File: src/hw/rtl/dssl_pkg.sv
`default_nettype none
package dssl_pkg;

  // Request codes on the input channel
  typedef enum logic [1:0] {
    REQ_MOVE   = 2'd0,
    REQ_STATUS = 2'd1,
    REQ_TICK   = 2'd2
  } req_type_t;

  // Result kinds
  localparam logic KIND_STEPS  = 1'b0;
  localparam logic KIND_REPORT = 1'b1;

  // Configuration register map
  localparam int unsigned CFG_IDX_W  = 3;
  localparam int unsigned CFG_DATA_W = 11;
  localparam logic [CFG_IDX_W-1:0] CFG_REQUEST_OFFSET   = 3'd0;
  localparam logic [CFG_IDX_W-1:0] CFG_STEP_WINDOW_LOW  = 3'd1;
  localparam logic [CFG_IDX_W-1:0] CFG_STEP_WINDOW_HIGH = 3'd2;
  localparam logic [CFG_IDX_W-1:0] CFG_POSITION_LOW     = 3'd3;
  localparam logic [CFG_IDX_W-1:0] CFG_POSITION_HIGH    = 3'd4;
  localparam logic [CFG_IDX_W-1:0] CFG_REPORT_OFFSET    = 3'd5;

  // Reset values of the configuration registers
  localparam logic        [9:0]  RST_REQUEST_OFFSET   = 10'd512;
  localparam logic signed [10:0] RST_STEP_WINDOW_LOW  = -11'sd100;
  localparam logic        [9:0]  RST_STEP_WINDOW_HIGH = 10'd100;
  localparam logic signed [9:0]  RST_POSITION_LOW     = -10'sd150;
  localparam logic        [8:0]  RST_POSITION_HIGH    = 9'd150;
  localparam logic        [9:0]  RST_REPORT_OFFSET    = 10'd800;

  // State widths
  localparam int unsigned POS_W  = 11;
  localparam int unsigned REM_W  = 12;
  localparam int unsigned REP_W  = 12;
  localparam int unsigned CALC_W = 13;

  typedef struct packed {
    logic [1:0] req_type;
    logic       motor_sel;
    logic [9:0] steps_requested;
  } in_t;

  typedef struct packed {
    logic                    result_kind;
    logic                    motor_id;
    logic signed [REP_W-1:0] position_report;
    logic                    step_first;
    logic                    dir_first;
    logic                    step_second;
    logic                    dir_second;
  } out_t;

  typedef struct packed {
    logic        [9:0]  request_offset;
    logic signed [10:0] step_window_low;
    logic        [9:0]  step_window_high;
    logic signed [9:0]  position_low;
    logic        [8:0]  position_high;
    logic        [9:0]  report_offset;
  } cfg_t;

  // Per-axis commands from the control stage
  typedef struct packed {
    logic tick;
    logic load;
  } axis_ctrl_t;

  // Per-axis status toward the result builder
  typedef struct packed {
    logic stepped;
    logic dir_now;
    logic dir_tick;
  } axis_stat_t;

endpackage
`default_nettype wire

File: src/hw/rtl/dual_stepper_soft_limit_controller_core.sv
`default_nettype none
// Channel | Direction | Handshake           | Payload
// in      | input     | in_valid/in_ready   | in_data (dssl_pkg::in_t)
// out     | output    | out_valid/out_ready | out_data (dssl_pkg::out_t)
// cfg     | input     | cfg_valid/cfg_ready | cfg_index, cfg_data
//
// One item per clock unless a held result stalls: an input register, one pass of adds and
// compares, a result register. The cut path of a move sets timing.
// Reset (rst_n low, synchronous) clears positions, counts, directions and loads defaults.
// A held result stalls processing only; the input register still takes one more beat.
// Configuration beats are always accepted.
module dual_stepper_soft_limit_controller_core #(
  parameter int MOTOR_COUNT = 2
) (
  input  wire logic                            clk,
  input  wire logic                            rst_n,
  input  wire logic                            in_valid,
  output logic                                 in_ready,
  input  dssl_pkg::in_t                        in_data,
  output logic                                 out_valid,
  input  wire logic                            out_ready,
  output dssl_pkg::out_t                       out_data,
  input  wire logic                            cfg_valid,
  output logic                                 cfg_ready,
  input  wire logic [dssl_pkg::CFG_IDX_W-1:0]  cfg_index,
  input  wire logic [dssl_pkg::CFG_DATA_W-1:0] cfg_data
);
  import dssl_pkg::*;

  localparam int SecIdx = (MOTOR_COUNT > 1) ? 1 : 0;

  cfg_t cfg;

  logic in_valid_r;
  in_t  in_data_r;
  logic out_valid_r;
  out_t out_data_r, out_data_nxt;

  logic proc, has_result, sel_ok;
  logic is_move, is_status, is_tick;

  logic signed [POS_W-1:0] pos_all [MOTOR_COUNT];
  axis_stat_t              stat_all [MOTOR_COUNT];
  logic signed [POS_W-1:0] pos_sel;
  logic signed [REM_W-1:0] cut;
  logic                    hit;
  logic signed [REP_W-1:0] report;

  dssl_cfg_regs u_cfg (
    .clk       (clk),
    .rst_n     (rst_n),
    .cfg_valid (cfg_valid),
    .cfg_ready (cfg_ready),
    .cfg_index (cfg_index),
    .cfg_data  (cfg_data),
    .cfg       (cfg)
  );

  // Decode the held item
  assign proc      = in_valid_r && (!out_valid_r || out_ready);
  assign sel_ok    = (int'(in_data_r.motor_sel) < MOTOR_COUNT);
  assign is_tick   = (in_data_r.req_type == REQ_TICK);
  assign is_move   = (in_data_r.req_type == REQ_MOVE) && sel_ok;
  assign is_status = (in_data_r.req_type == REQ_STATUS) && sel_ok;

  assign pos_sel = in_data_r.motor_sel ? pos_all[SecIdx] : pos_all[0];

  dssl_move_calc u_move (
    .steps_requested (in_data_r.steps_requested),
    .position        (pos_sel),
    .cfg             (cfg),
    .cut             (cut),
    .hit             (hit)
  );

  // One axis per motor
  for (genvar k = 0; k < MOTOR_COUNT; k++) begin : g_axis
    localparam logic KSel = (k == 1);
    axis_ctrl_t ctrl;
    assign ctrl.tick = proc && is_tick;
    assign ctrl.load = proc && is_move && (k < 2) && (in_data_r.motor_sel == KSel);
    dssl_axis u_axis (
      .clk        (clk),
      .rst_n      (rst_n),
      .ctrl       (ctrl),
      .load_value (cut),
      .position   (pos_all[k]),
      .stat       (stat_all[k])
    );
  end

  assign report = {{(REP_W-POS_W){pos_sel[POS_W-1]}}, pos_sel}
                + $signed({{(REP_W-10){1'b0}}, cfg.report_offset});

  // Build the result beat
  always_comb begin
    has_result   = is_tick || is_status || (is_move && hit);
    out_data_nxt = '0;
    if (is_tick) begin
      out_data_nxt.result_kind = KIND_STEPS;
      out_data_nxt.step_first  = stat_all[0].stepped;
      out_data_nxt.dir_first   = stat_all[0].dir_tick;
      if (MOTOR_COUNT > 1) begin
        out_data_nxt.step_second = stat_all[SecIdx].stepped;
        out_data_nxt.dir_second  = stat_all[SecIdx].dir_tick;
      end
    end else begin
      out_data_nxt.result_kind     = KIND_REPORT;
      out_data_nxt.motor_id        = in_data_r.motor_sel;
      out_data_nxt.position_report = report;
      out_data_nxt.dir_first       = stat_all[0].dir_now;
      if (MOTOR_COUNT > 1) begin
        out_data_nxt.dir_second = stat_all[SecIdx].dir_now;
      end
    end
  end

  // Input register: take a beat when empty or draining this cycle
  assign in_ready = !in_valid_r || proc;

  always_ff @(posedge clk) begin
    if (!rst_n) begin
      in_valid_r <= 1'b0;
    end else if (in_ready) begin
      in_valid_r <= in_valid;
    end
  end

  always_ff @(posedge clk) begin
    if (in_valid && in_ready) begin
      in_data_r <= in_data;
    end
  end

  // Result register: load on processing, drop once taken
  always_ff @(posedge clk) begin
    if (!rst_n) begin
      out_valid_r <= 1'b0;
    end else if (proc) begin
      out_valid_r <= has_result;
    end else if (out_ready) begin
      out_valid_r <= 1'b0;
    end
  end

  always_ff @(posedge clk) begin
    if (proc && has_result) begin
      out_data_r <= out_data_nxt;
    end
  end

  assign out_valid = out_valid_r;
  assign out_data  = out_data_r;

endmodule
`default_nettype wire

File: src/hw/rtl/dssl_cfg_regs.sv
`default_nettype none
module dssl_cfg_regs (
  input  wire logic                            clk,
  input  wire logic                            rst_n,
  input  wire logic                            cfg_valid,
  output logic                                 cfg_ready,
  input  wire logic [dssl_pkg::CFG_IDX_W-1:0]  cfg_index,
  input  wire logic [dssl_pkg::CFG_DATA_W-1:0] cfg_data,
  output dssl_pkg::cfg_t                       cfg
);
  import dssl_pkg::*;

  cfg_t cfg_r;

  assign cfg_ready = 1'b1;
  assign cfg      = cfg_r;

  // Write one register per beat; unmapped indexes drop the beat
  always_ff @(posedge clk) begin
    if (!rst_n) begin
      cfg_r.request_offset   <= RST_REQUEST_OFFSET;
      cfg_r.step_window_low  <= RST_STEP_WINDOW_LOW;
      cfg_r.step_window_high <= RST_STEP_WINDOW_HIGH;
      cfg_r.position_low     <= RST_POSITION_LOW;
      cfg_r.position_high    <= RST_POSITION_HIGH;
      cfg_r.report_offset    <= RST_REPORT_OFFSET;
    end else if (cfg_valid) begin
      unique case (cfg_index)
        CFG_REQUEST_OFFSET:   cfg_r.request_offset   <= cfg_data[9:0];
        CFG_STEP_WINDOW_LOW:  cfg_r.step_window_low  <= cfg_data[10:0];
        CFG_STEP_WINDOW_HIGH: cfg_r.step_window_high <= cfg_data[9:0];
        CFG_POSITION_LOW:     cfg_r.position_low     <= cfg_data[9:0];
        CFG_POSITION_HIGH:    cfg_r.position_high    <= cfg_data[8:0];
        CFG_REPORT_OFFSET:    cfg_r.report_offset    <= cfg_data[9:0];
        default: ;
      endcase
    end
  end

endmodule
`default_nettype wire

File: src/hw/rtl/dssl_axis.sv
`default_nettype none
module dssl_axis (
  input  wire logic                                clk,
  input  wire logic                                rst_n,
  input  dssl_pkg::axis_ctrl_t                     ctrl,
  input  wire logic signed [dssl_pkg::REM_W-1:0]   load_value,
  output logic signed [dssl_pkg::POS_W-1:0]        position,
  output dssl_pkg::axis_stat_t                     stat
);
  import dssl_pkg::*;

  logic signed [POS_W-1:0] pos_r, pos_nxt;
  logic signed [REM_W-1:0] rem_r, rem_nxt;
  logic                    dir_r, dir_nxt;
  logic                    busy;

  assign busy = (rem_r != '0);

  // Step toward zero remaining on a tick, take a new count on a move
  always_comb begin
    pos_nxt = pos_r;
    rem_nxt = rem_r;
    dir_nxt = dir_r;
    if (ctrl.tick && busy) begin
      if (rem_r[REM_W-1]) begin
        rem_nxt = rem_r + REM_W'(1);
        pos_nxt = pos_r - POS_W'(1);
        dir_nxt = 1'b1;
      end else begin
        rem_nxt = rem_r - REM_W'(1);
        pos_nxt = pos_r + POS_W'(1);
        dir_nxt = 1'b0;
      end
    end else if (ctrl.load) begin
      rem_nxt = load_value;
    end
  end

  always_ff @(posedge clk) begin
    if (!rst_n) begin
      pos_r <= '0;
      rem_r <= '0;
      dir_r <= 1'b0;
    end else begin
      pos_r <= pos_nxt;
      rem_r <= rem_nxt;
      dir_r <= dir_nxt;
    end
  end

  assign position      = pos_r;
  assign stat.stepped  = busy;
  assign stat.dir_now  = dir_r;
  assign stat.dir_tick = dir_nxt;

endmodule
`default_nettype wire

File: src/hw/rtl/dssl_move_calc.sv
`default_nettype none
module dssl_move_calc (
  input  wire logic [9:0]                         steps_requested,
  input  wire logic signed [dssl_pkg::POS_W-1:0]  position,
  input  dssl_pkg::cfg_t                          cfg,
  output logic signed [dssl_pkg::REM_W-1:0]       cut,
  output logic                                    hit
);
  import dssl_pkg::*;

  logic signed [CALC_W-1:0] cnt, cnt_hi, cnt_lim;
  logic signed [CALC_W-1:0] win_lo, win_hi, lim_lo, lim_hi, pos_x, target, cut_x;
  logic                     over, under;

  // Widen everything to a common signed width
  assign pos_x  = {{(CALC_W-POS_W){position[POS_W-1]}}, position};
  assign win_lo = {{(CALC_W-11){cfg.step_window_low[10]}}, cfg.step_window_low};
  assign win_hi = {{(CALC_W-10){1'b0}}, cfg.step_window_high};
  assign lim_lo = {{(CALC_W-10){cfg.position_low[9]}}, cfg.position_low};
  assign lim_hi = {{(CALC_W-9){1'b0}}, cfg.position_high};

  // Relative count, clamped upper bound first, then lower
  assign cnt     = $signed({{(CALC_W-10){1'b0}}, steps_requested})
                 - $signed({{(CALC_W-10){1'b0}}, cfg.request_offset});
  assign cnt_hi  = (cnt > win_hi) ? win_hi : cnt;
  assign cnt_lim = (cnt_hi < win_lo) ? win_lo : cnt_hi;

  // Cut at the soft limits; the lower limit wins when both are crossed
  assign target = pos_x + cnt_lim;
  assign over   = (target > lim_hi);
  assign under  = (target < lim_lo);

  always_comb begin
    priority if (under) begin
      cut_x = lim_lo - pos_x;
    end else if (over) begin
      cut_x = lim_hi - pos_x;
    end else begin
      cut_x = cnt_lim;
    end
  end

  assign cut = cut_x[REM_W-1:0];
  assign hit = over | under;

endmodule
`default_nettype wire

File: config.mk
export PLATFORM = sky130hd
export DESIGN_NAME = dual_stepper_soft_limit_controller_core
export DESIGN_NICKNAME = d
export VERILOG_FILES = /design/src/hw/rtl/dssl_pkg.sv /design/src/hw/rtl/dual_stepper_soft_limit_controller_core.sv /design/src/hw/rtl/dssl_cfg_regs.sv /design/src/hw/rtl/dssl_axis.sv /design/src/hw/rtl/dssl_move_calc.sv
export SDC_FILE = /design/constraint.sdc
export NUM_CORES = 1
export LEC_CHECK = 0
export BUFFER_PORTS_ARGS = -buffer_cell sky130_fd_sc_hd__buf_2
export CAP_MARGIN = 20
export CORE_MARGIN = 2
export CORE_UTILIZATION = 40
export DETAILED_ROUTE_END_ITERATION = 10
export PLACE_DENSITY = 0.64
export SLEW_MARGIN = 20
export SYNTH_ARGS = -nofsm -noshare
export SYNTH_HDL_FRONTEND = slang
export SYNTH_SLANG_ARGS = --single-unit
File: constraint.sdc
create_clock -name clk -period 20.8 [get_ports clk]
set_input_delay 2.08 -clock clk [delete_from_list [all_inputs] [get_ports clk]]
set_output_delay 2.08 -clock clk [all_outputs]
set_load 0.02 [all_outputs]
==> out/results.env <==
RESULT_OF_THE_RUN='finished, final reports clean'
FIN_AREA_SQ_UM=11960
TIMING.CRITICAL_PATH.FROM_TYPE='flip-flop'
CRITICAL_PATH_REQUIRED_NS=20.97
ENDPOINT_KIND='flip-flop'
ROUTE.DETAILED.DRC=0
POSTSYNTHAREAPERCELL_SQ_UM=8.404
TIMING.MAX_CAP.VIOLATIONS=0
TIMING.FINAL.CRIT_PERIOD_NS=9.897
ANT_NETS=0
POSTSYNTHCELLCOUNT=1286
GLOBALROUTEOVERFLOWTOTAL=0
CTS-RESIZED-GATES=0
FINAL-SETUP-VIOL-COUNT=0
YOSYSMOSTFREQUENTCELL='nand2_1'
CRITICAL_PATH.REG2REG.STARTPOINT='in_data_r[0]$_DFFE_PP_'
CRIT_FAMILY='compound AO/OA/AOI/OAI gates'
CRIT_PATH_MAX_FANOUT=18
FRACTION_OF_THE_CORE_AREA_COVERED_BY_CELLS_AT_THE_END_OF_THE_FLOW_PCT=44.75
ROUTE.DETAILED.WL_PER_INST_UM=17.16
SYNTHARSTFLOPSHARE_PCT=0
CLOCKROOTBUFFER='clkbuf_16'
DETAILED_PLACE_HPWL_UM=21980
EDFF_COUNT_SYNTH=31
HOLD_CLASS='reg2reg'
NETLIST.AREA_LEADER.SHARE_PCT=20.38
HOLDBUFCOUNTCTS=0
MAPPEDNETLISTAREA_SQ_UM=10810
TIMING.FMAX_MHz=101.0
HTREE_LEVELS=4
CTS_TREE='built'
DIE_HEIGHT_UM=168.4
POSTSYNTHNETCOUNT=1461
SYNTH_ADDER_AREA_SHARE_PCT=17.18
AREA_GROWTH_PCT=10.65
INITIAL_UTILIZATION_PCT=40.44
SYNTHSIMPLEGATEAREAFRAC_PCT=18.84
VIA_PER_INST=5.475
SYNTH_TOP_FAMILY_BY_AREA='compound AO/OA/AOI/OAI gates'
SYNTHESIS.YOSYS.WARNINGS=0
ROUTED-VIA-COUNT=9182
SLEW-LIMIT-HEADROOM_PCT=31.39
IO_PORT_BUFS=51
NETLIST_TOP_CELLS_AREA='dfxtp_1 20%, ha_1 16%, edfxtp_1 8.6%'
NUM-NETS-FINAL=1498
IRDROPWORSTVDD_mV=0.05543
CTS_SETUP_BUFFERS=0
POST-ROUTE-PERIOD-UTIL_PCT=47.58
SYNTHFLOPTYPE='dfxtp_1'
GP_ROUTABILITY_CONGESTION=0.9217
DIE-AREA_SQ_UM=28350
MUXSHAREOFSYNTHAREA_PCT=2.674
CLOCK_SINKS=141
FINAL-HOLD-VIOLATION-COUNT=0
GRT_START_MAX_NET_PINS=71
CTS_MAX_PATH_BUFFERS=2
ARRIVAL_NS=10.07
CRITICAL_PATH.SLOWEST_CELL='o311ai_4'
PATH_BUF_INV=3
YS_TOP_CELLS_BY_COUNT='190 x nand2_1, 134 x ha_1, 114 x inv_1, 110 x dfxtp_1, 81 x o21ai_0'
N_ANTENNA_CELL=0
POST_SYNTHESIS_COMPOUND_GATE_AREA_FRACTION_PCT=22.35
PATH_CLK_SLEW_NS=0.06
FINALMAXSLEWVIOLATIONS=0
CORE_AREA_SQ_UM=26730
FIN_CLK_SKEW_NS=0.01547
CP-STARTPOINT='in_data_r[0]$_DFFE_PP_'
GROUTE.USAGE.OVERALL_PCT=20.61
TIGHTESTPINTRANSITION_NS=1.025
FIRSTDRTPASSITERS=5
DIE_W_UM=168.4
R2R_SETUP_SLACK_NS=10.90
CPPEAKSTAGEDELAY_NS=0.71
POST_SYNTH_XOR_AREA_FRACTION_PCT=4.376
VIA_COUNT_OF_THE_FIRST_GLOBAL_ROUTING_PASS=8774
TOTALNEGATIVESETUPSLACK_NS=0
DPL-INSTANCE-AREA_SQ_UM=11380
REPORT.POWER.TOTAL_mW=0.9532
GRT_PASS1_WL_UM=46240
SYNTH_SEQUENTIAL_AREA_RATIO_PCT=28.99
DRT-INITIAL-DRC-COUNT=800
WORST_PATH_MOST_REPEATED_CELL='ha_1'
POWER.DENSITY_CELL_AREA_nW_PER_UM2=79.71
NUM-FILL-CELLS=2631
DRT_WL_TOTAL_UM=28780
CORE.ROWCOUNT=60
MIN-DELAY-START='u_cfg.cfg[56]$_SDFFE_PN0P_'
ANTENNA_FOUND_INITIAL=0
P_LEAK_nW=5.066
CTS-BUFFERS-INSERTED=17
DESIGN.PORTCOUNT=53
FINAL_LAYOUT_SIZE_SUFFIX_GT1_SHARE_PCT=9.880
WORSTSKEWPAIRLATENCY_NS=0.43
RSZ0062_AT_GRT='false'
CELL_TAKING_THE_MOST_AREA_AFTER_SYNTHESIS='dfxtp_1'
SYNTH_CELL_TYPE_COUNT=78
SETUP.WORST_PATH.CLASS='reg2reg'
SYNTH-SEQ-CELLS=141
state kept, by name (all words and copies together), names as in the netlist:
name                    cells
g_axis.u_axis.dir_r         2
g_axis.u_axis.position     22
g_axis.u_axis.rem_r        24
in_data_r                  13
in_valid_r                  1
out_data                   18
out_valid                   1
u_cfg.cfg                  60
final timing paths:
path	end	cells after the start
max	out_data[8]$_SDFFCE_PN0P_	39
min	u_cfg.cfg[56]$_SDFFE_PN0P_	2
max reg2reg	out_data[8]$_SDFFCE_PN0P_	39
min reg2reg	u_cfg.cfg[56]$_SDFFE_PN0P_	2
power breakdown:
group | internal [mW] | total, mW | switching [mW]
Clock | 0.177 | 0.304 | 0.127
Sequential | 0.295 | 0.309 | 0.0146
Combinational | 0.140 | 0.340 | 0.200
Total | 0.612 | 0.953 | 0.341
tightest hold or removal path: cells and delay by family, from the launching register on:
kind / cells / cell delay, ns
and+or+nand+nor: 1 / 0.05
DFF: 1 / 0.31
AOI/OAI and AO/OA: 1 / 0.06
logic make-up after synthesis:
| kind of cell | count (synthesis) |
|---|---|
| adder cells (fa/ha/maj) | 143 |
| other | 1 |
| multiplexers | 26 |
| XOR/XNOR | 54 |
| buffers and inverters | 154 |
| AND/OR/NAND/NOR | 421 |
| AO/OA/AOI/OAI | 346 |
| flip-flops | 141 |
metal layers:
layer  GRT usage, %  routed length (um)  vias up
met5              0                   0        -
met3          3.667                1390       54
met4          7.384                 796        0
met1          28.46               13780     4269
met2          32.33               12820      207
li1               -                   -     4652
per-stage QoR:
| step | setup WS (ns) | hold slack, ns | instances |
|---|---|---|---|
| 5_1_grt | 10.28 | 0.4845 | 1677 |
| 2_1_floorplan | 12.17 | 0.4435 | 1286 |
| 3_3_place_gp | 11.26 | 0.4528 | 1645 |
| 6_report | 10.90 | 0.4667 | 1677 |
| 3_5_place_dp | 11.00 | 0.4608 | 1645 |
| 4_1_cts | 10.96 | 0.4695 | 1677 |
final cells by class:
cell class                 instances  area (sq um)  share of cell area, %
sequential                       141          3133                  26.20
tap                              341         426.7                  3.568
clock buffer                      19         432.9                  3.620
inverter                         114         427.9                  3.578
timing repair buffer              58         310.3                  2.595
multi-input combinational        991          7086                  59.25
clock inverter                    13         142.6                  1.193
cell usage in the layout, fill, tap and decap left out, drive strengths merged, types with 11 or more instances in the layout:
| master | n |
|---|---|
| a21boi | 54 |
| a21o | 18 |
| a21oi | 61 |
| a31oi | 13 |
| and2 | 17 |
| buf | 58 |
| clkbuf | 19 |
| dfxtp | 110 |
| edfxtp | 31 |
| ha | 134 |
| inv | 116 |
| mux2 | 13 |
| mux2i | 13 |
| nand2 | 190 |
| nand2b | 19 |
| nand3 | 31 |
| nand4 | 11 |
| nor2 | 57 |
| nor2b | 31 |
| nor3 | 24 |
| o211ai | 30 |
| o21a | 17 |
| o21ai | 92 |
| xnor2 | 39 |
| xor2 | 15 |
Note: power is estimated with default switching activity, not from simulation.
